$ cat config.mk
export PLATFORM = sky130hd
export DESIGN_NAME = qfs_match_cell
export DESIGN_NICKNAME = d
export VERILOG_FILES = /design/src/hw/rtl/quadgram_fitness_scorer_macros.svh /design/src/hw/rtl/qfs_pkg.sv /design/src/hw/rtl/qfs_match_cell.sv
export SDC_FILE = /design/constraint.sdc
export NUM_CORES = 1
export LEC_CHECK = 0
export BUFFER_PORTS_ARGS = -buffer_cell sky130_fd_sc_hd__buf_2
export CORE_MARGIN = 10
export CORE_UTILIZATION = 56
export DETAILED_ROUTE_END_ITERATION = 10
export PLACE_DENSITY = 0.89
export SLEW_MARGIN = 30
export SYNTH_ARGS = -nofsm -noshare
export SYNTH_HDL_FRONTEND = slang
export SYNTH_SLANG_ARGS = --single-unit
$ cat constraint.sdc
create_clock -name clk_i -period 5.3 [get_ports clk_i]
set_input_delay 0.53 -clock clk_i [delete_from_list [all_inputs] [get_ports clk_i]]
set_output_delay 0.53 -clock clk_i [all_outputs]
set_load 0.03 [all_outputs]
$ cat src/hw/rtl/quadgram_fitness_scorer_macros.svh
// ----------------------------------------------------------------------------
// Assertion macros for the quadgram fitness scorer
// Every use expects clk_i and rst_ni in scope.
// ----------------------------------------------------------------------------
`ifndef QUADGRAM_FITNESS_SCORER_MACROS_SVH
`define QUADGRAM_FITNESS_SCORER_MACROS_SVH

// Property checked at every clock edge outside reset.
`define QFS_ASSERT(lbl, prop, msg) \
  lbl: assert property (@(posedge clk_i) disable iff (!rst_ni) (prop)) else $error(msg);

// Antecedent in one cycle implies consequent in the next.
`define QFS_ASSERT_NEXT(lbl, ante, cons, msg) \
  lbl: assert property (@(posedge clk_i) disable iff (!rst_ni) (ante) |=> (cons)) \
    else $error(msg);

`endif

$ cat src/hw/rtl/qfs_pkg.sv
// ----------------------------------------------------------------------------
// qfs_pkg
// Shared widths, codes, character constants and the item that travels
// through the row of match cells.
// ----------------------------------------------------------------------------
`default_nettype none

package qfs_pkg;

  // Default sizes of the design.
  localparam int unsigned TableDepthDef = 128;
  localparam int unsigned CountBitsDef  = 16;

  // Field widths of the channels.
  localparam int unsigned OpW    = 2;
  localparam int unsigned IndexW = 7;
  localparam int unsigned GramW  = 32;
  localparam int unsigned ByteW  = 8;
  localparam int unsigned FitW   = 20;
  localparam int unsigned OutCntW = 16;

  // Operation codes of an input item.
  typedef enum logic [OpW-1:0] {
    OP_LOAD  = 2'd0,
    OP_TEXT  = 2'd1,
    OP_EMPTY = 2'd2,
    OP_NONE  = 2'd3
  } qfs_op_e;

  // Character codes.
  localparam logic [ByteW-1:0] ChUnmapped = 8'h5F;  // '_'
  localparam logic [ByteW-1:0] ChLowA = 8'h61;
  localparam logic [ByteW-1:0] ChLowE = 8'h65;
  localparam logic [ByteW-1:0] ChLowI = 8'h69;
  localparam logic [ByteW-1:0] ChLowO = 8'h6F;
  localparam logic [ByteW-1:0] ChLowU = 8'h75;
  localparam logic [ByteW-1:0] ChUpA  = 8'h41;
  localparam logic [ByteW-1:0] ChUpE  = 8'h45;
  localparam logic [ByteW-1:0] ChUpI  = 8'h49;
  localparam logic [ByteW-1:0] ChUpO  = 8'h4F;
  localparam logic [ByteW-1:0] ChUpU  = 8'h55;

  // One slot of the cell row: either a table load or a text window.
  typedef struct packed {
    logic              vld;      // slot holds an item
    logic              load;     // table load rather than text
    logic [IndexW-1:0] index;    // table slot of a load
    logic              keep;     // valid flag of a load
    logic [GramW-1:0]  data;     // gram of a load, window of text
    logic              chk;      // window is complete and may score
    logic              hit;      // some cell so far matched the window
    logic              unm_inc;  // count one unmapped byte
    logic              vwl_inc;  // count one vowelless word
    logic              emit;     // passage closes: send a result
  } qfs_item_t;

endpackage

`default_nettype wire

$ cat src/hw/rtl/qfs_match_cell.sv
// ----------------------------------------------------------------------------
// qfs_match_cell
// One table slot of the cell row. It holds one gram, takes loads for its
// slot as they pass, and ORs its own match into a passing window's hit.
// ----------------------------------------------------------------------------
`default_nettype none

module qfs_match_cell #(
  parameter int unsigned CELL_ID = 0
) (
  input  logic               clk_i,
  input  logic               rst_ni,
  input  logic               en_i,
  input  qfs_pkg::qfs_item_t item_i,
  output qfs_pkg::qfs_item_t item_o
);
  import qfs_pkg::*;

  qfs_item_t        item_q;
  logic [GramW-1:0] gram_q;
  logic             gram_vld_q;
  logic             slot_load;

  assign slot_load = item_q.vld && item_q.load &&
                     (32'(item_q.index) == 32'(CELL_ID));

  // Hand the item on with this cell's match folded in.
  always_comb begin
    item_o     = item_q;
    item_o.hit = item_q.hit |
                 (!item_q.load && gram_vld_q && (gram_q == item_q.data));
  end

  // Item stage of the row.
  always_ff @(posedge clk_i or negedge rst_ni) begin
    if (!rst_ni) begin
      item_q <= '0;
    end else if (en_i) begin
      item_q <= item_i;
    end
  end

  // Slot valid flag.
  always_ff @(posedge clk_i or negedge rst_ni) begin
    if (!rst_ni) begin
      gram_vld_q <= 1'b0;
    end else if (en_i && slot_load) begin
      gram_vld_q <= item_q.keep;
    end
  end

  // Slot gram, read only while valid.
  always_ff @(posedge clk_i) begin
    if (en_i && slot_load) begin
      gram_q <= item_q.data;
    end
  end

endmodule

`default_nettype wire

Word level (Yosys, flattened, before mapping)
Index checks and enable logic that the tools add are counted.
Widths: inputs -> output; s select.
{"block": "op_classes", "n_eq_ne": 1, "n_bitwise": 1, "reduce_logical": 7}
{"op": "$eq 32x32->1", "n": 1}
{"op": "$logic_not 7->1", "n": 1}
{"op": "$logic_and 1x1->1", "n": 5}
{"op": "$logic_not 1->1", "n": 1}
{"op": "$or 1x1->1", "n": 1}
{"block": "totals", "regBits": 80, "input_bits": 50, "out_inout_bits": 47, "elab_cells": 21}

Logic depth before layout (Yosys ltp)
{"block": "logic_depth", "word_depth": 4, "ltp_mapped": 4, "mapped_depth_nobuf": 4}

Worst setup path before layout
Ideal clock, no wire load.
{"block": "synth_path", "path_type": "input -> register", "startpoint": "input en_i", "endpoint": "register gram_vld_q", "setup_ns": 0.127, "arrival_ns": 2.534, "required_time_ns": 5.173, "setup_slack_ns": 2.639, "path_stages": 3, "n_path_buf": 0, "path_cell_list": "or4b_4 -> nor4_4 -> mux2_1"}
{"block": "synth_via", "elab_chain_len": 1}
{"element": "start: declaration", "line_no": "qfs_match_cell.sv:13", "source": "input logic en_i,"}
{"element": "$logic_and 1x1->1", "line_no": "qfs_match_cell.sv:47", "source": "end else if (en_i && slot_load) begin"}
{"element": "end signal: assignment", "line_no": "qfs_match_cell.sv:48", "source": "gram_vld_q <= item_q.keep;"}
{"element": "end: declaration", "line_no": "qfs_match_cell.sv:21", "source": "logic gram_vld_q;"}
No other way between the ends.
A chain may end at the register's enable or synchronous reset.

Worst setup path in the final report
{"block": "layout_path", "startpoint": "input en_i", "endpoint": "register gram_q[4], enable pin"}
{"block": "layout_via", "elab_chain_len": 1}
{"element": "$logic_and 1x1->1", "line_no": "qfs_match_cell.sv:54", "source": "if (en_i && slot_load) begin"}
{"element": "end signal: assignment", "line_no": "qfs_match_cell.sv:55", "source": "gram_q <= item_q.data;"}
{"element": "end: declaration", "line_no": "qfs_match_cell.sv:20", "source": "logic [GramW-1:0] gram_q;"}
No other way between the ends.

==> impl_results.md <==
* Count of input and output buffers at 96
* RSZ-0062 raised after global routing: no
* Post-Place Worst Slack at 2.00 ns
* Layout cells sized above 1 at between 40% and 50%
* First-pass GRT wire length at slightly above 10,000 um
* Minimum clock period at 2.45 ns
* PwrDens at approximately 360 mW/mm2
* Hold Buf Count CTS at 0
* Vias in the first global route at 2,066
* Total CTS buffers at 9
* Critical path class: input pin to register
* Final hold vios at 0
* Register area share after synthesis at 62.3%
* Worst Path Max Fanout at 48
* Post-DP HPWL at around 4600 um
* Syn_area_per_cell at 15.3 um2
* Hold WC Path Type: input pin to async pin
* Synthesized area at 0.00347 mm2
* Slowest stage cell, crit path: or4b_4
* Leak at between 1.5 and 2 nW
* Avg WL per Cell at between 15 and 20 um
* Clk buf depth at 2
* Vias/cell at 5.05
* TritonCTS clock tree: yes
* CP Data Arrival Time at 2.48 ns
* Rel. slew slack at between 50% and 60%
* Critical-path cell list: buf_2, buf_4, or4b_4, nor4_4, buf_4
* Die area at 0.00975 mm2
* CTS resizes at 0
* R2R setup slack at 3.22 ns
* Postcts setup bufs at 0
* Endpoint type of the worst setup path: register
* Slew @ Worst Pin at 0.603 ns
* Filler Cell Count at 451
* Area growth syn-to-layout at 13.1%
* H-tree depth at 3
* Final TNS setup at 0 ns
* Rows at 28
* CP most frequent cell: buf_4
* Die height at 98.7 um
* Syn_nets at 277
* Max stage delay on crit path at 0.55 ns
* Required @ worst endpoint at 5.33 ns
* Total Wirelength at 6240 um
* Crit-path leading delay family: simple AND/OR/NAND/NOR gates
* Congestion Overflow GR at 0
* Worst Setup Start Kind: input pin
* Clock Skews at 0.0105 ns
* Clock transition at path regs at 0.08 ns
* Pre-antenna DRT Iters at 4
* Core region area at 0.00596 mm2
* RePlAce Congestion at just over 0.7
* Most frequent cells in the layout: 95 x buf_2, 48 x dfrtp_1, 32 x edfxtp_1
* Die W at 98.7 um
* Final net count at 336
* Max Fclk at just over 400 MHz
* DRC violations left at 0
* Clock Sinks at 80
* CTS root buffer: clkbuf_8
* Vias at 1,853
* MaxCap Viol Count at 0
* Worst path bufs/invs at 3
* Library cells used by synthesis at 18
* Mapped Cells at about 230
* Post-DRT Antenna Nets at 0
* Total GRT Usage at 13.0%
* Count of final setup violators at 0
* Worst-skew pair later-pin latency at 0.34 ns
* Initial Utilization at 58.3%
* Commonest non-fill, non-tap cell in the layout: buf_2
* Final setup margin at 2.85 ns
* Initial antenna violation count at 2
* Initial drt markers at 46
* # IOs at 97
* Largest net degree at the start of global routing at 49
* Final worst-path cycle share at 46.2%
* IR drop worst, VDD at ~230 uV
* Flops & latches, synth at 80
* Synth warn at 0
* Slew Limit Fails at 0
* Status: complete, no violations
through the flow:
stage | total power, mW | instance area, um2 | std cells | utilization, % | hold WS [ns]
2_1_floorplan | 0.917 | 3470 | 227 | - | 0.234
3_3_place_gp | 0.942 | 3690 | 349 | 62.0 | 0.465
3_5_place_dp | 0.950 | 3700 | 349 | 62.1 | 0.469
4_1_cts | 1.43 | 3920 | 365 | 65.8 | 0.209
5_1_grt | 1.48 | 3930 | 367 | 65.9 | 0.225
6_report | 1.41 | 3930 | 367 | 65.9 | 0.179
area by class of cell:
| cell class | count | area (um2) | area share (%) |
|---|---|---|---|
| Clock inverter | 6 | 82.6 | 2.10 |
| Multi-Input combinational cell | 96 | 942 | 24.0 |
| Tap cell | 75 | 93.8 | 2.39 |
| Timing Repair Buffer | 99 | 505 | 12.9 |
| Antenna cell | 1 | 2.50 | 0.0637 |
| Clock buffer | 10 | 138 | 3.51 |
| Sequential cell | 80 | 2160 | 55.1 |
state kept, by name, indices dropped and copies added, names as in the netlist:
name        count
item_o         46
gram_q         32
item_q          1
gram_vld_q      1
cells in the mapped netlist:
library cell  number  area share [%]
nor3_1             1            0.14
a31o_1             1            0.25
edfxtp_1          32              28
nand4_1            7             1.3
buf_4             46             9.9
nor2_1             1            0.11
nor4_4             1            0.61
mux2_1            26             8.4
xnor2_1           31             7.8
or4b_4             1            0.40
mux2_2            22             7.1
dfrtp_1           48              35
clkbuf_1           2            0.22
buf_2              3            0.43
nand3_1            2            0.29
nor4b_1            1            0.25
xor2_1             1            0.25
nor4_1             1            0.18
metal layers:
layer  GRT usage (%)  wire length (um)  vias up
met3            7.47               725       14
met2            19.0              2760       77
met1            14.9              2610      892
met4            6.06               144        0
li1                -                 -      870
met5               0                 0        -
worst paths after layout:
kind | startpoint | endpoint | depth (start not counted)
hold / removal | rst_ni | item_o[27]$_DFFE_PN0P_ | 1
min in group clk_i | item_i[6] | item_o[6]$_DFFE_PN0P_ | 2
hold reg to reg | item_o[2]$_DFFE_PN0P_ | item_o[2]$_DFFE_PN0P_ | 1
setup / recovery | en_i | gram_q[4]$_DFFE_PP_ | 5
max in group asynchronous | rst_ni | item_o[19]$_DFFE_PN0P_ | 1
setup reg to reg | item_o[43]$_DFFE_PN0P_ | gram_q[4]$_DFFE_PP_ | 3
cell families (layout without fill, tap and decap cells):
kind of cell    Yosys count  in the layout  synth area share, %
simple gates             15             15                 3.24
xor+xnor                 32             32                 8.07
flops                    80             80                 62.3
compound gates            1              1                0.252
other cells               0              1                    0
buf+inv                  51            115                 10.6
mux                      48             48                 15.6
power breakdown:
part | switching, mW | total (mW) | internal (mW)
sequential | 0.0391 | 0.724 | 0.685
clock | 0.206 | 0.482 | 0.275
combinational | 0.127 | 0.208 | 0.0819
Note: power is estimated with default switching activity, not from simulation.
