### src/hw/rtl/quadgram_fitness_scorer_macros.svh
// ----------------------------------------------------------------------------
// Assertion macros for the quadgram fitness scorer
// Every use expects clk_i and rst_ni in scope.
// ----------------------------------------------------------------------------
`ifndef QUADGRAM_FITNESS_SCORER_MACROS_SVH
`define QUADGRAM_FITNESS_SCORER_MACROS_SVH

// Property checked at every clock edge outside reset.
`define QFS_ASSERT(lbl, prop, msg) \
  lbl: assert property (@(posedge clk_i) disable iff (!rst_ni) (prop)) else $error(msg);

// Antecedent in one cycle implies consequent in the next.
`define QFS_ASSERT_NEXT(lbl, ante, cons, msg) \
  lbl: assert property (@(posedge clk_i) disable iff (!rst_ni) (ante) |=> (cons)) \
    else $error(msg);

`endif

### src/hw/rtl/qfs_pkg.sv
// ----------------------------------------------------------------------------
// qfs_pkg
// Shared widths, codes, character constants and the item that travels
// through the row of match cells.
// ----------------------------------------------------------------------------
`default_nettype none

package qfs_pkg;

  // Default sizes of the design.
  localparam int unsigned TableDepthDef = 128;
  localparam int unsigned CountBitsDef  = 16;

  // Field widths of the channels.
  localparam int unsigned OpW    = 2;
  localparam int unsigned IndexW = 7;
  localparam int unsigned GramW  = 32;
  localparam int unsigned ByteW  = 8;
  localparam int unsigned FitW   = 20;
  localparam int unsigned OutCntW = 16;

  // Operation codes of an input item.
  typedef enum logic [OpW-1:0] {
    OP_LOAD  = 2'd0,
    OP_TEXT  = 2'd1,
    OP_EMPTY = 2'd2,
    OP_NONE  = 2'd3
  } qfs_op_e;

  // Character codes.
  localparam logic [ByteW-1:0] ChUnmapped = 8'h5F;  // '_'
  localparam logic [ByteW-1:0] ChLowA = 8'h61;
  localparam logic [ByteW-1:0] ChLowE = 8'h65;
  localparam logic [ByteW-1:0] ChLowI = 8'h69;
  localparam logic [ByteW-1:0] ChLowO = 8'h6F;
  localparam logic [ByteW-1:0] ChLowU = 8'h75;
  localparam logic [ByteW-1:0] ChUpA  = 8'h41;
  localparam logic [ByteW-1:0] ChUpE  = 8'h45;
  localparam logic [ByteW-1:0] ChUpI  = 8'h49;
  localparam logic [ByteW-1:0] ChUpO  = 8'h4F;
  localparam logic [ByteW-1:0] ChUpU  = 8'h55;

  // One slot of the cell row: either a table load or a text window.
  typedef struct packed {
    logic              vld;      // slot holds an item
    logic              load;     // table load rather than text
    logic [IndexW-1:0] index;    // table slot of a load
    logic              keep;     // valid flag of a load
    logic [GramW-1:0]  data;     // gram of a load, window of text
    logic              chk;      // window is complete and may score
    logic              hit;      // some cell so far matched the window
    logic              unm_inc;  // count one unmapped byte
    logic              vwl_inc;  // count one vowelless word
    logic              emit;     // passage closes: send a result
  } qfs_item_t;

endpackage

`default_nettype wire

### src/hw/rtl/qfs_word_front.sv
// ----------------------------------------------------------------------------
// qfs_word_front
// Tracks the current word and turns each accepted input but OP_NONE into one
// item for the cell row: a load, or a text window with its counting flags.
// ----------------------------------------------------------------------------
`default_nettype none

module qfs_word_front (
  input  logic                       clk_i,
  input  logic                       rst_ni,
  input  logic                       take_i,
  input  logic [qfs_pkg::OpW-1:0]    operation_i,
  input  logic [qfs_pkg::IndexW-1:0] table_index_i,
  input  logic [qfs_pkg::GramW-1:0]  table_gram_i,
  input  logic                       table_keep_i,
  input  logic [qfs_pkg::ByteW-1:0]  text_byte_i,
  input  logic                       word_end_i,
  input  logic                       passage_end_i,
  output qfs_pkg::qfs_item_t         item_o
);
  import qfs_pkg::*;

  logic [3*ByteW-1:0] recent_q, recent_d;
  logic [1:0]         pos_q, pos_d;
  logic               vowel_q, vowel_d;

  qfs_op_e op;
  logic    wend;
  logic    vowel_now;
  logic    byte_vowel;

  assign op   = qfs_op_e'(operation_i);
  assign wend = word_end_i | passage_end_i;

  // Vowel test on the incoming byte.
  assign byte_vowel = (text_byte_i == ChLowA) || (text_byte_i == ChLowE) ||
                      (text_byte_i == ChLowI) || (text_byte_i == ChLowO) ||
                      (text_byte_i == ChLowU) || (text_byte_i == ChUpA)  ||
                      (text_byte_i == ChUpE)  || (text_byte_i == ChUpI)  ||
                      (text_byte_i == ChUpO)  || (text_byte_i == ChUpU);
  assign vowel_now = vowel_q | byte_vowel;

  // Build the item and the next word state.
  always_comb begin
    item_o    = '0;
    recent_d  = recent_q;
    pos_d     = pos_q;
    vowel_d   = vowel_q;
    unique case (op)
      OP_LOAD: begin
        item_o.vld   = 1'b1;
        item_o.load  = 1'b1;
        item_o.index = table_index_i;
        item_o.keep  = table_keep_i;
        item_o.data  = table_gram_i;
      end
      OP_TEXT: begin
        item_o.vld     = 1'b1;
        item_o.data    = {recent_q, text_byte_i};
        item_o.chk     = (pos_q == 2'd3) && (recent_q[3*ByteW-1 -: ByteW] != ChUnmapped);
        item_o.unm_inc = (text_byte_i == ChUnmapped) && !wend;
        item_o.vwl_inc = wend && !vowel_now;
        item_o.emit    = passage_end_i;
        if (wend) begin
          recent_d = '0;
          pos_d    = '0;
          vowel_d  = 1'b0;
        end else begin
          recent_d = {recent_q[2*ByteW-1:0], text_byte_i};
          pos_d    = (pos_q == 2'd3) ? pos_q : pos_q + 2'd1;
          vowel_d  = vowel_now;
        end
      end
      OP_EMPTY: begin
        item_o.vld     = 1'b1;
        item_o.vwl_inc = 1'b1;
        item_o.emit    = passage_end_i;
        if (passage_end_i) begin
          recent_d = '0;
          pos_d    = '0;
          vowel_d  = 1'b0;
        end
      end
      OP_NONE: begin
        item_o = '0;
      end
    endcase
    if (!take_i) begin
      item_o.vld = 1'b0;
    end
  end

  // Word state advances only on an accepted item.
  always_ff @(posedge clk_i or negedge rst_ni) begin
    if (!rst_ni) begin
      recent_q <= '0;
      pos_q    <= '0;
      vowel_q  <= 1'b0;
    end else if (take_i) begin
      recent_q <= recent_d;
      pos_q    <= pos_d;
      vowel_q  <= vowel_d;
    end
  end

endmodule

`default_nettype wire

### config.mk
export PLATFORM = sky130hd
export DESIGN_NAME = qfs_word_front
export DESIGN_NICKNAME = d
export VERILOG_FILES = /design/src/hw/rtl/quadgram_fitness_scorer_macros.svh /design/src/hw/rtl/qfs_pkg.sv /design/src/hw/rtl/qfs_word_front.sv
export SDC_FILE = /design/constraint.sdc
export NUM_CORES = 1
export LEC_CHECK = 0
export BUFFER_PORTS_ARGS = -buffer_cell sky130_fd_sc_hd__buf_2
export CAP_MARGIN = 5
export CORE_ASPECT_RATIO = 1.25
export CORE_UTILIZATION = 38
export DETAILED_ROUTE_END_ITERATION = 8
export PLACE_DENSITY = 0.78
export SLEW_MARGIN = 25
export SYNTH_ARGS = -nofsm -noshare
export SYNTH_HDL_FRONTEND = slang
export SYNTH_SLANG_ARGS = --single-unit
### constraint.sdc
create_clock -name clk_i -period 1.2 [get_ports clk_i]
set_clock_uncertainty 0.2 [all_clocks]
set_input_delay 0.06 -clock clk_i [delete_from_list [all_inputs] [get_ports clk_i]]
set_output_delay 0.06 -clock clk_i [all_outputs]
set_load 0.01 [all_outputs]
; After elaboration in Yosys (flattened, before gate mapping)
; Cells that the tools add are included.
[word_totals]
ff_bits = 27
elab_cells = 60
inputBits = 55
[classes]
add_sub_neg = 1
n_mux = 17
eq_ne = 18
n_reduce_logical = 19
bitwise = 2
[ops]
columns = cell, n
row1 = "8-bit by 7-bit == test with 1-bit output, second input constant", 11
row2 = 32-bit case mux with 2 select lines, 1
row3 = 24-bit two-way mux, 2
row4 = 24-bit case mux with 2 select lines, 1
row5 = 1-bit logical OR, 9
row6 = 9-bit two-way mux, 1
row7 = "8-bit by 7-bit != test with 1-bit output, second input constant", 1
row8 = 2-bit case mux with 2 select lines, 2
row9 = "2-bit == test, second input constant", 3
row10 = 2-bit two-way mux, 3
row11 = 1-bit two-way mux, 5
row12 = 1-bit case mux with 2 select lines, 2
row13 = 4-bit AND reduction, 1
row14 = 1-bit logical AND, 3
row15 = "3-bit != test, second input constant", 1
row16 = 3-bit AND reduction, 1
row17 = 3-bit OR reduction, 1
row18 = "2-bit by 1-bit adder with 2-bit output, second input constant", 1
row19 = "2-bit by 1-bit == test with 1-bit output, second input constant", 1
row20 = 1-bit logical NOT, 2
row21 = 2-bit logical NOT, 1
row22 = "2-bit != test, second input constant", 1
row23 = 1-bit bitwise OR, 2
row24 = 2-bit nonzero test, 1

; Logic depth before layout (Yosys ltp)
[depth]
depth_word = 14
depth_mapped = 8
depth_no_buf = 6

; Least setup slack after synthesis
; No wires, ideal clock.
[synth_path]
path_type = input to register
start = input operation_i[1] (netlist bit)
end = register recent_q[11]
setup_time_ns = 0.121
path_stages = 7
arrival_time_ns = 1.051
t_required_ns = 0.879
path_slack_ns = -0.172
path_buffers = 2
cell_sequence = inv_1 ha_1 nor2b_2 and3_4 buf_6 buf_8 a22o_1
[synth_between]
elab_chain_len = 3
[synth_rtl]
columns = element, line_no
row1 = "start, declared", qfs_word_front.sv:12  ; input logic [qfs_pkg::OpW-1:0] operation_i,
row2 = 2-bit == test or 2-bit by 1-bit == test with 1-bit output (tied branches), qfs_word_front.sv:49  ; unique case (op)
row3 = 2-bit != test (no line) or 2-bit nonzero test (tied branches), -
row4 = 3-bit AND reduction (no line), -
row5 = "end signal, assigned", qfs_word_front.sv:100  ; recent_q <= recent_d;
row6 = "end, declared", qfs_word_front.sv:23  ; logic [3*ByteW-1:0] recent_q, recent_d;
; Several ways; a longest one is shown, not always the timed one.
; A chain may end at the register's enable or synchronous reset.

==> results.toml <==
[sta]
rsz0062_at_grt = "yes"
final_hold_viol_count = 0
min_period_ps = 1500
holdWs_ps = 60.0
slew_viol_final = 0
min_period_over_period_pct = 125
max_freq_mhz = 668
setup_viol = 38
relSlewSlack_pct = 59.9
worst_pin_slew_ps = 601
setup_slack_ps = -297

[detailed_routing]
wire_per_inst_um = 17.1
ant_nets = 0
first_pass_iters = 5
drc = 0
vias = 2009
finalWirelength_um = 6250
drtIter0Drc = 111
viasPerCell = 5.50

[clocking]
clock_path_buffers = 2
ctsRootBufferMaster = "clkbuf_8"
clk_pin_slew_ps = 100
cts_sinks = 27
numCtsBuffers = 3
htree_levels = 1
cts_tree = "built"
insertion_delay_ps = 270

[synth]
syn_inst = 145
seq_area_frac_synth_pct = 42.3
syn_area_sq_mm = 0.00160
ys_ff_latch = 27
synth.net_count = 205
ys.warnings.count = 0
yosys.cell_types.count = 34
postSynthAreaPerCell_sq_um = 11.0

[setup_path]
critPathRequiredTime_ps = 940
critPathArrivalTime_ps = 1240
worstPathMaxFanout = 2
reg2reg_to = "pos_q[0]$_DFFE_PN0P_"
worstSetupStartpointType = "register"
r2r-start = "pos_q[1]$_DFFE_PN0P_"
ff2ff_path_depth = 5
crit_type = "register to output port"
worst-r2r-setup-slack_ps = -160
crit_path_end_kind = "output port"

[global_route]
grt_usage_pct = 24.7
grt_overflow = 0
grt_max_degree = 28
grt_pass1_vias = 1780
grt_pass1_wl_um = 8270
antenna_found_initial = 0

[die]
dieArea_sq_mm = 0.00447
die_x_um = 60.0
start_util_pct = 39.3
rows = 26
die_h_um = 74.5
pin_count = 102
core_sq_mm = 0.00407

[place]
gp_congestion = 0.882
dpl.cell_count = 306
hpwlAfterDp_um = 3310
place_area_sq_mm = 0.00230
port-buffer-count = 100

[power]
p_leak_uw = 0.00167
cellPowerDensity_mw_per_mm2 = 726
total_power_uw = 2210
ir_drop_mv = 0.423

[worst_hold_path]
hold_depth = 3
hold_path_class = "input port to register"
hold_end = "vowel_q$_DFFE_PN0P_"
min_from = "passage_end_i"

[final_layout]
final_common_cell = "buf_2"
fin_cells = 365
nets = 370
drive_gt1_share_pct = 58.3
layout_common_cells = "98 x buf_2, 57 x a22o_1, 43 x buf_4"
layout-area-overhead-vs-synth_pct = 90.5
finish.utilization_pct = 74.9
antenna_cells = 0
fillerInstances = 282
final_area_sq_mm = 0.00304

[run_status]
violations = "setup timing"
status = "finished with violations"

[flow_run]
max_cap_viol_count = 0
[cell families (layout without fill, tap and decap cells)]
| group | after synthesis | in the layout | synth area share, % |
|---|---|---|---|
| compound gates | 66 | 66 | 35.2 |
| fa+ha+maj | 5 | 5 | 3.92 |
| buf+inv | 16 | 180 | 6.42 |
| flops | 27 | 27 | 42.3 |
| mux | 1 | 1 | 0.705 |
| other cells | 1 | 1 | 0.235 |
| simple gates | 29 | 29 | 11.2 |
[cells in the mapped netlist (all sizes together)]
| master | n | share of area (%) |
|---|---|---|
| a21oi | 1 | 0.31 |
| nand3 | 2 | 0.63 |
| and2 | 9 | 3.5 |
| nand2 | 5 | 1.2 |
| buf | 12 | 5.5 |
| conb | 1 | 0.23 |
| and3 | 1 | 0.70 |
| nand4 | 1 | 0.39 |
| dfrtp | 27 | 42 |
| ha | 5 | 3.9 |
| and2b | 1 | 0.47 |
| nor2 | 2 | 0.47 |
| inv | 2 | 0.47 |
| a22o | 57 | 31 |
| o211a | 1 | 0.63 |
| nor4bb | 1 | 0.63 |
| a32o | 1 | 0.63 |
| mux2 | 1 | 0.70 |
| o21ai | 4 | 1.5 |
| nor3 | 2 | 0.63 |
| o221ai | 1 | 0.55 |
| nand4b | 1 | 0.55 |
| and3b | 1 | 0.55 |
| nor2b | 2 | 0.94 |
| o22ai | 1 | 0.39 |
| and4 | 1 | 0.55 |
| clkbuf | 2 | 0.47 |
[timing repair]
action,in CTS,in global routing
gates resized for setup,25,9
setup endpoints to repair,45,44
hold endpoints to repair,38,0
gates cloned,5,3
hold buffers,12,0
buffers inserted,24,11
pin swaps,29,8
[per-stage QoR]
stage / setup slack (ps) / setup TNS, ps
6_report: -297 / -3270
5_1_grt: -356 / -4890
4_1_cts: -236 / -2310
3_5_place_dp: -260 / -11200
3_3_place_gp: -221 / -9940
2_1_floorplan: -27.2 / -489
[report_power, final]
part / switching [uW] / total (uW) / internal [uW]
registers: 22.9 / 963 / 940
logic: 313 / 724 / 410
clock network: 289 / 525 / 236
total: 625 / 2210 / 1590
[worst max-delay path, cell delays in order, from the launching register on]
cell and delay (ps):
dfrtp_1 410, nor4bb_4 330, a21oi_2 80, buf_2 140
[worst max path at each step]
| stage | to | cells after the start | slack (ps) | startpoint |
|---|---|---|---|---|
| 4_1_cts | item_o[4] | 3 | -240 | recent_q[21]$_DFFE_PN0P_ |
| 3_3_place_gp | recent_q[23]$_DFFE_PN0P_ | 7 | -220 | operation_i[1] |
| 2_1_floorplan | recent_q[0]$_DFFE_PN0P_ | 7 | -30 | operation_i[1] |
| 3_5_place_dp | recent_q[23]$_DFFE_PN0P_ | 7 | -260 | operation_i[1] |
| 5_1_grt | item_o[4] | 3 | -360 | recent_q[19]$_DFFE_PN0P_ |
| 6_report | item_o[4] | 3 | -300 | recent_q[19]$_DFFE_PN0P_ |
[layer usage]
metal / up-vias / GRT usage [%] / share of wire [%]
met5: - / 0 / 0
met3: 19 / 3.83 / 5.7
met4: 0 / 7.24 / 2.0
met1: 976 / 29.6 / 37
met2: 108 / 44.8 / 55
li1: 906 / - / -
[flip-flops by register name (all words and copies together) (netlist names)]
| signal | count |
|---|---|
| recent_q | 24 |
| pos_q | 2 |
| vowel_q | 1 |
[cell type report]
cell class / instances / area [sq um] / area share (%)
clock buffer: 3 / 41.3 / 1.36
sequential: 27 / 676 / 22.2
multi-input combinational: 102 / 907 / 29.8
clock inverter: 1 / 7.51 / 0.247
tap: 56 / 70.1 / 2.30
inverter: 2 / 20.0 / 0.658
timing repair buffer: 174 / 1320 / 43.4
No activity file was read; power rests on OpenSTA's default activity.
