$ cat src/hw/rtl/quadgram_fitness_scorer_macros.svh
// ----------------------------------------------------------------------------
// Assertion macros for the quadgram fitness scorer
// Every use expects clk_i and rst_ni in scope.
// ----------------------------------------------------------------------------
`ifndef QUADGRAM_FITNESS_SCORER_MACROS_SVH
`define QUADGRAM_FITNESS_SCORER_MACROS_SVH

// Property checked at every clock edge outside reset.
`define QFS_ASSERT(lbl, prop, msg) \
  lbl: assert property (@(posedge clk_i) disable iff (!rst_ni) (prop)) else $error(msg);

// Antecedent in one cycle implies consequent in the next.
`define QFS_ASSERT_NEXT(lbl, ante, cons, msg) \
  lbl: assert property (@(posedge clk_i) disable iff (!rst_ni) (ante) |=> (cons)) \
    else $error(msg);

`endif

$ cat src/hw/rtl/qfs_pkg.sv
// ----------------------------------------------------------------------------
// qfs_pkg
// Shared widths, codes, character constants and the item that travels
// through the row of match cells.
// ----------------------------------------------------------------------------
`default_nettype none

package qfs_pkg;

  // Default sizes of the design.
  localparam int unsigned TableDepthDef = 128;
  localparam int unsigned CountBitsDef  = 16;

  // Field widths of the channels.
  localparam int unsigned OpW    = 2;
  localparam int unsigned IndexW = 7;
  localparam int unsigned GramW  = 32;
  localparam int unsigned ByteW  = 8;
  localparam int unsigned FitW   = 20;
  localparam int unsigned OutCntW = 16;

  // Operation codes of an input item.
  typedef enum logic [OpW-1:0] {
    OP_LOAD  = 2'd0,
    OP_TEXT  = 2'd1,
    OP_EMPTY = 2'd2,
    OP_NONE  = 2'd3
  } qfs_op_e;

  // Character codes.
  localparam logic [ByteW-1:0] ChUnmapped = 8'h5F;  // '_'
  localparam logic [ByteW-1:0] ChLowA = 8'h61;
  localparam logic [ByteW-1:0] ChLowE = 8'h65;
  localparam logic [ByteW-1:0] ChLowI = 8'h69;
  localparam logic [ByteW-1:0] ChLowO = 8'h6F;
  localparam logic [ByteW-1:0] ChLowU = 8'h75;
  localparam logic [ByteW-1:0] ChUpA  = 8'h41;
  localparam logic [ByteW-1:0] ChUpE  = 8'h45;
  localparam logic [ByteW-1:0] ChUpI  = 8'h49;
  localparam logic [ByteW-1:0] ChUpO  = 8'h4F;
  localparam logic [ByteW-1:0] ChUpU  = 8'h55;

  // One slot of the cell row: either a table load or a text window.
  typedef struct packed {
    logic              vld;      // slot holds an item
    logic              load;     // table load rather than text
    logic [IndexW-1:0] index;    // table slot of a load
    logic              keep;     // valid flag of a load
    logic [GramW-1:0]  data;     // gram of a load, window of text
    logic              chk;      // window is complete and may score
    logic              hit;      // some cell so far matched the window
    logic              unm_inc;  // count one unmapped byte
    logic              vwl_inc;  // count one vowelless word
    logic              emit;     // passage closes: send a result
  } qfs_item_t;

endpackage

`default_nettype wire

$ cat src/hw/rtl/qfs_if.sv
// ----------------------------------------------------------------------------
// qfs_in_if / qfs_out_if
// Valid/ready channels of the scorer: text and table loads in, results out.
// ----------------------------------------------------------------------------
`default_nettype none


interface qfs_out_if;
  import qfs_pkg::*;

  logic                      valid;
  logic                      ready;
  logic signed [FitW-1:0]    fitness;
  logic        [OutCntW-1:0] quad_hits;
  logic        [OutCntW-1:0] vowelless_words;
  logic        [OutCntW-1:0] unmapped_bytes;

  modport source (
    output valid, fitness, quad_hits, vowelless_words, unmapped_bytes,
    input  ready
  );
  modport sink (
    input  valid, fitness, quad_hits, vowelless_words, unmapped_bytes,
    output ready
  );
endinterface

`default_nettype wire

$ cat src/hw/rtl/qfs_tally.sv
// ----------------------------------------------------------------------------
// qfs_tally
// Saturating passage counters at the end of the cell row, the fitness sum
// and the output register of the result channel.
// ----------------------------------------------------------------------------
`default_nettype none

module qfs_tally #(
  parameter int unsigned COUNT_BITS = qfs_pkg::CountBitsDef
) (
  input  logic               clk_i,
  input  logic               rst_ni,
  input  qfs_pkg::qfs_item_t tail_i,
  output logic               adv_o,
  qfs_out_if.source          out_o
);
  import qfs_pkg::*;

  logic [COUNT_BITS-1:0] quad_q, vwl_q, unm_q;
  logic [COUNT_BITS-1:0] quad_d, vwl_d, unm_d;
  logic                  out_vld_q;
  logic                  take;
  logic [FitW-1:0]       q20, v20, u20, fit;

  function automatic logic [COUNT_BITS-1:0] sat_inc(
    input logic [COUNT_BITS-1:0] c,
    input logic                  inc
  );
    logic [COUNT_BITS-1:0] r;
    r = c;
    if (inc && (c != '1)) begin
      r = c + COUNT_BITS'(1);
    end
    return r;
  endfunction

  // The row stalls only when a result reaches a full, stalled output.
  assign adv_o = !(tail_i.vld && tail_i.emit && out_vld_q && !out_o.ready);
  assign take  = adv_o && tail_i.vld;

  // Counter updates for the item at the end of the row.
  assign quad_d = sat_inc(quad_q, tail_i.chk && tail_i.hit);
  assign vwl_d  = sat_inc(vwl_q, tail_i.vwl_inc);
  assign unm_d  = sat_inc(unm_q, tail_i.unm_inc);

  // Fitness kept to its field width.
  assign q20 = FitW'(quad_d);
  assign v20 = FitW'(vwl_d);
  assign u20 = FitW'(unm_d);
  assign fit = (q20 << 2) - (v20 << 2) - (u20 + (u20 << 1));

  // Counters clear when the closing item loads the result register.
  always_ff @(posedge clk_i or negedge rst_ni) begin
    if (!rst_ni) begin
      quad_q <= '0;
      vwl_q  <= '0;
      unm_q  <= '0;
    end else if (take) begin
      if (tail_i.emit) begin
        quad_q <= '0;
        vwl_q  <= '0;
        unm_q  <= '0;
      end else begin
        quad_q <= quad_d;
        vwl_q  <= vwl_d;
        unm_q  <= unm_d;
      end
    end
  end

  // Output valid.
  always_ff @(posedge clk_i or negedge rst_ni) begin
    if (!rst_ni) begin
      out_vld_q <= 1'b0;
    end else if (take && tail_i.emit) begin
      out_vld_q <= 1'b1;
    end else if (out_o.ready) begin
      out_vld_q <= 1'b0;
    end
  end

  // Output payload.
  always_ff @(posedge clk_i) begin
    if (take && tail_i.emit) begin
      out_o.fitness         <= signed'(fit);
      out_o.quad_hits       <= OutCntW'(quad_d);
      out_o.vowelless_words <= OutCntW'(vwl_d);
      out_o.unmapped_bytes  <= OutCntW'(unm_d);
    end
  end

  assign out_o.valid = out_vld_q;

endmodule

`default_nettype wire
$ cat src/flat_wrapper.sv
// flat-port wrapper written by rule: the top's interface ports become plain ports
module qfs_tally_flat import qfs_pkg::*;
#(
  parameter int unsigned COUNT_BITS = qfs_pkg::CountBitsDef
)
  (clk_i, rst_ni, tail_i, adv_o, out_o_valid, out_o_fitness, out_o_quad_hits, out_o_vowelless_words, out_o_unmapped_bytes, out_o_ready);
  qfs_out_if out_o_i ();
  input  logic clk_i;
  input  logic rst_ni;
  input  qfs_pkg::qfs_item_t tail_i;
  output logic adv_o;
  output wire logic [$bits(out_o_i.valid)-1:0] out_o_valid;
  output wire logic [$bits(out_o_i.fitness)-1:0] out_o_fitness;
  output wire logic [$bits(out_o_i.quad_hits)-1:0] out_o_quad_hits;
  output wire logic [$bits(out_o_i.vowelless_words)-1:0] out_o_vowelless_words;
  output wire logic [$bits(out_o_i.unmapped_bytes)-1:0] out_o_unmapped_bytes;
  input wire logic [$bits(out_o_i.ready)-1:0] out_o_ready;
  assign out_o_valid = out_o_i.valid;
  assign out_o_fitness = out_o_i.fitness;
  assign out_o_quad_hits = out_o_i.quad_hits;
  assign out_o_vowelless_words = out_o_i.vowelless_words;
  assign out_o_unmapped_bytes = out_o_i.unmapped_bytes;
  assign out_o_i.ready = out_o_ready;
  qfs_tally #(.COUNT_BITS(COUNT_BITS)) u_core (.clk_i(clk_i), .rst_ni(rst_ni), .tail_i(tail_i), .adv_o(adv_o), .out_o(out_o_i));
endmodule
$ cat config.mk
export PLATFORM = sky130hd
export DESIGN_NAME = qfs_tally_flat
export DESIGN_NICKNAME = d
export VERILOG_FILES = /design/src/hw/rtl/quadgram_fitness_scorer_macros.svh /design/src/hw/rtl/qfs_pkg.sv /design/src/hw/rtl/qfs_if.sv /design/src/hw/rtl/qfs_tally.sv /design/src/flat_wrapper.sv
export SDC_FILE = /design/constraint.sdc
export NUM_CORES = 1
export LEC_CHECK = 0
export BUFFER_PORTS_ARGS = -buffer_cell sky130_fd_sc_hd__buf_2
export CELL_PAD_IN_SITES_DETAIL_PLACEMENT = 1
export CELL_PAD_IN_SITES_GLOBAL_PLACEMENT = 1
export CORE_MARGIN = 3
export CORE_UTILIZATION = 40
export DETAILED_ROUTE_END_ITERATION = 10
export PLACE_DENSITY = 0.8
export RECOVER_POWER = 100
export SETUP_SLACK_MARGIN = 0.3
export SKIP_CTS_REPAIR_TIMING = 1
export SLEW_MARGIN = 5
export SYNTH_ARGS = -nofsm -noshare
export SYNTH_HDL_FRONTEND = slang
export SYNTH_SLANG_ARGS = --single-unit
$ cat constraint.sdc
create_clock -name clk_i -period 5.3 [get_ports clk_i]
set_input_delay 0.265 -clock clk_i [delete_from_list [all_inputs] [get_ports clk_i]]
set_output_delay 0.265 -clock clk_i [all_outputs]
set_load 0.1 [all_outputs]
== After elaboration in Yosys (flattened, before gate mapping) ==
Index checks and enable logic that the tools add are counted.

* Register bits: 117
* Latch bits: 0
* Bits in writable memories: 0
* Bits in read-only memories: 0
* Bits of input ports: 50
* Output and inout bits: 70
* Logic and storage cells: 37
* Memories: 0

* Add/subtract/negate cells: 6
* Multipliers: 0
* Divide/modulo/power cells: 0
* Magnitude comparators: 0
* Eq/ne operators: 3
* Shifts and indexed selects: 0
* Muxes and demuxes: 8
* Bitwise logic cells: 0
* Reduce and logical (&&, ||, !) cells: 12

{| class="wikitable"
|+ Operator list
! cell !! number
|-
| $mux 16 || 6
|-
| $add 16x1->16 const B || 3
|-
| $ne 16x16->1 const B || 3
|-
| $sub 20x20->20 || 1
|-
| $sub 18x18->19 || 1
|-
| $add 16x17->18 || 1
|-
| $logic_and 1x1->1 || 9
|-
| $logic_not 1->1 || 2
|-
| $mux 1 || 2
|-
| $reduce_bool 2->1 || 1
|}

== Longest topological paths before layout ==
* Depth after elaboration: 7
* Mapped depth: 29
* Gate-level depth less buffers: 28

== Least setup slack after synthesis ==
No wires, ideal clock.

* Path kind: flip-flop to flip-flop
* Start point: reg u_core.unm_q[4]
* End point: reg u_core.out_o.fitness[19], data pin
* Setup time: 152 ps
* Arrival time: 5329 ps
* Required time: 5148 ps
* Path slack: -181 ps
* Cell stages (with the launch flop): 27
* Path buffers: 1
* Period minus slack after synthesis: 5481 ps
* Cells stage by stage: dfrtp_1 buf_2 nand4_4 or4_4 o21ai_4 mux2i_1 inv_1 ha_1 a21o_1 a21oi_1 nand2_1 and3_1 o31a_1 nor2_1 xor2_1 ha_1 nand2_1 nand2b_1 a21o_1 a21o_1 a21oi_1 o21ai_0 a21o_1 a21o_1 o31a_1 o31a_1 o21ai_0

* Cells in the longest elaborated chain, start to end: 5
* Elaborated cells on any way between the ends: 6
* Classes of those cells: add/sub: 3; eq/ne: 1; mux: 1; reduce/logical: 1

{| class="wikitable"
|+ Ends and longest elaborated chain
! element !! line !! RTL
|-
| start, declared || qfs_tally.sv:19 || <nowiki>logic [COUNT_BITS-1:0] quad_q, vwl_q, unm_q;</nowiki>
|-
| start signal, assigned || qfs_tally.sv:66 || <nowiki>unm_q <= unm_d;</nowiki>
|-
| branches (longest 2 deep; another with $add 16x1->16) || -- ||
|-
| $mux 16 (*) || qfs_tally.sv:31 || <nowiki>if (inc && (c != '1)) begin</nowiki>
|-
| $add 16x17->18 (*) || qfs_tally.sv:50 || <nowiki>assign fit = (q20 << 2) - (v20 << 2) - (u20 + (u20 << 1));</nowiki>
|-
| $sub 20x20->20 (*) || qfs_tally.sv:50 ||
|-
| via u_core.fit[19] || qfs_tally.sv:23 || <nowiki>logic [FitW-1:0] q20, v20, u20, fit;</nowiki>
|-
| end signal, assigned || qfs_tally.sv:85 || <nowiki>out_o.fitness <= signed'(fit);</nowiki>
|-
| end, declared || qfs_if.sv:19 || <nowiki>output valid, fitness, quad_hits, vowelless_words, unmapped_bytes,</nowiki>
|}

Mark *: on every way through the listed nets, which the timed path passes.
A chain may end at the register's enable or synchronous reset.

== Worst setup path in the final report ==
* Start point: reg u_core.unm_q[6]
* End point: reg u_core.out_o.fitness[19], data pin

Same word-level chain as after synthesis.

==> out/qor.yml <==
clockBufferDepth: 2
synth_edf_count: 66
r2r_slack_ps: -140
r2r_start: "u_core.unm_q[6]"
grt_pass1_vias: 6542
synthArstFlopShare_pct: 42.6
cts_made_buffers: 17
drive_gt1_share_pct: 21.1
critPathTopFamily: "compound AO/OA/AOI/OAI gates"
syn_inst: 765
grt_pass1_wl_um: 34200
crit_arrival_ps: 5720
worstHoldPathCells: 3
reg2reg_to: "u_core.out_o.fitness[19]"
slew_viol_final: 80
ctsRootBufferMaster: "clkbuf_16"
slew_headroom_pct: -105
fp.dieH_um: 144
grt-ovfl-total: 0
seq_area_sq_mm: 0.00321
grt_usage_pct: 20.9
placed_area_sq_mm: 0.00862
drc: 0
synth.most_common_cell: "nand2_1"
synth.distinct_cells: 93
fill_cells: 2087
yosys-top-cells-count: "69 x nand2_1, 66 x edfxtp_1, 58 x nor2_1, 58 x o21ai_0, 50 x xnor2_1"
grt_max_degree: 50
ys_warn_count: 0
setup_tns_ps: -259
endpoint: "u_core.out_o.fitness[19]"
finalCriticalPeriod_ps: 5440
worst_path_max_delay_cell: "or4_4"
antenna_left: 0
die_w_um: 144
worst_pin_slew_ps: 3080
maxCapViolations: 2
fmax_mhz: 184
num_vias: 6406
fp.dieArea_sq_mm: 0.0208
synth-main-ff-cell: "edfxtp_1"
worstSetupEndpointType: "flop"
drt_iter0_drc: 378
wl_per_cell_um: 19.1
yosysTopAreaCellShare_pct: 26.0
synth_area_sq_mm: 0.00764
p_leak_nw: 3.97
cts.clk_slew.worst_paths_ps: 50
clock_sink_count: 115
cp_num_buf_inv: 4
io_buffers: 78
fin_skew_ps: 8.62
postLayoutCoreUtil_pct: 51.0
startpoint: "u_core.unm_q[6]"
worstPathRequired_ps: 5580
start_util_pct: 41.7
gp_congestion: 0.861
avgSynthCellArea_sq_um: 9.98
hpwlAfterDp_um: 14800
finalInstanceArea_sq_mm: 0.00934
antenna_cells: 0
pre_cts_ws_ps: -98.1
peakVddDrop_mv: 0.252
pin_count: 120
powerDensity_mw_per_mm2: 372
row_count: 49
wirelength_um: 22000
min_path_type: "input pin to flop"
ys_seq_area_share_pct: 42.0
cp_max_fo: 3
core-area_sq_mm: 0.0183
fin_ws_ps: -138
clk-insertion-delay-late_ps: 430
fin_total_pwr_mw: 3.48
nNetsFinal: 1007
synth_top_area_cell: "edfxtp_1"
drt_first_pass_iters: 4
cpPeakStageDelay_ps: 570
crit_type: "flop to flop"
multi_input_area_sq_mm: 0.00421
violations: "capacitance limit, slew limit, setup timing"
cp.depth: 25
synth.ff_latch_count: 115
finalHoldViolations: 0
whs_ps: 145
rsz0062_at_grt: "yes"
place_inst: 1105
synth.area.top_cells: "edfxtp_1 26%, dfrtp_1 16%, ha_1 7.4%, xnor2_1 5.7%, o21ai_0 3.8%"
setup_violations: 2
grt_antenna_before_repair: 0
outcome: "complete, but fails checks"
syn_nets: 861
instances_no_fill: 1153
area_growth_pct: 22.3
finalCritPeriodShare_pct: 103
r2r_cells: 25
cts_tree: "built"
viasPerCell: 5.56
path_common_cell: "a21o_1"
htreeDepth: 4
worstSetupStartpointType: "flop"
logic make-up (layout without fill, tap and decap cells):
logic type / Yosys count / in the layout / synth area share, %
and+or+nand+nor: 247 / 247 / 17.4
AOI/OAI and AO/OA: 192 / 192 / 17.3
DFF: 115 / 115 / 42.0
xor gates and xnor gates: 83 / 83 / 9.96
buffers and inverters: 76 / 235 / 4.90
adders and majority gates: 47 / 47 / 7.77
muxes: 5 / 5 / 0.655
layout by cell type, fill, tap and decap left out, types with 19 or more instances in the layout:
cell / netlist / layout
clkbuf_1: 12 / 75
buf_4: 4 / 70
nand2_1: 69 / 67
edfxtp_1: 66 / 66
nor2_1: 58 / 56
o21ai_0: 58 / 52
xnor2_1: 50 / 49
dfrtp_1: 49 / 49
inv_1: 46 / 43
ha_1: 45 / 42
xor2_1: 30 / 29
a21oi_1: 33 / 25
nand3_1: 24 / 21
clkbuf_16: 0 / 19
where the power goes:
group,leakage (nW),switching [mW],internal (mW)
Sequential,1.33,0.0202,1.04
Clock,0.272,0.425,0.685
Combinational,2.37,0.846,0.458
Total,3.97,1.29,2.19
flip-flops by register name, indices dropped and copies added (netlist names):
signal / count
u_core.out_o.valid: 1
u_core.out_o.quad_hits: 16
u_core.out_o.vowelless_words: 16
u_core.out_o.unmapped_bytes: 16
u_core.quad_q: 16
u_core.unm_q: 16
u_core.out_o.fitness: 18
u_core.vwl_q: 16
tightest hold or removal path, stage by stage:
cell and delay (ps):
buf_2 80, nor2b_1 50, nand2b_1 140
routing by layer:
metal	part of all wire [%]	track usage, %	vias to the layer above
met2	51	36.0	126
met5	0	0	-
met1	43	26.9	3189
met4	1.8	6.58	0
met3	3.4	3.70	28
li1	-	-	3063
cell type report:
class / instances / area share [%]
Sequential cell: 115 / 34.3
Clock buffer: 24 / 5.61
Clock inverter: 8 / 0.522
Tap cell: 229 / 3.07
Multi-Input combinational cell: 574 / 45.1
Inverter: 48 / 1.93
Timing Repair Buffer: 155 / 9.47
how the worst min path moves through the flow:
| stage | start | endpoint | slack [ps] |
|---|---|---|---|
| 2_1_floorplan | rst_ni | u_core.out_o.valid | -30 |
| 3_3_place_gp | rst_ni | u_core.quad_q[0] | 450 |
| 3_5_place_dp | rst_ni | u_core.vwl_q[1] | 450 |
| 4_1_cts | rst_ni | u_core.vwl_q[1] | 3 |
| 5_1_grt | out_o_ready | u_core.out_o.valid | 150 |
| 6_report | out_o_ready | u_core.out_o.valid | 140 |
No activity file was read; power rests on OpenSTA's default activity.
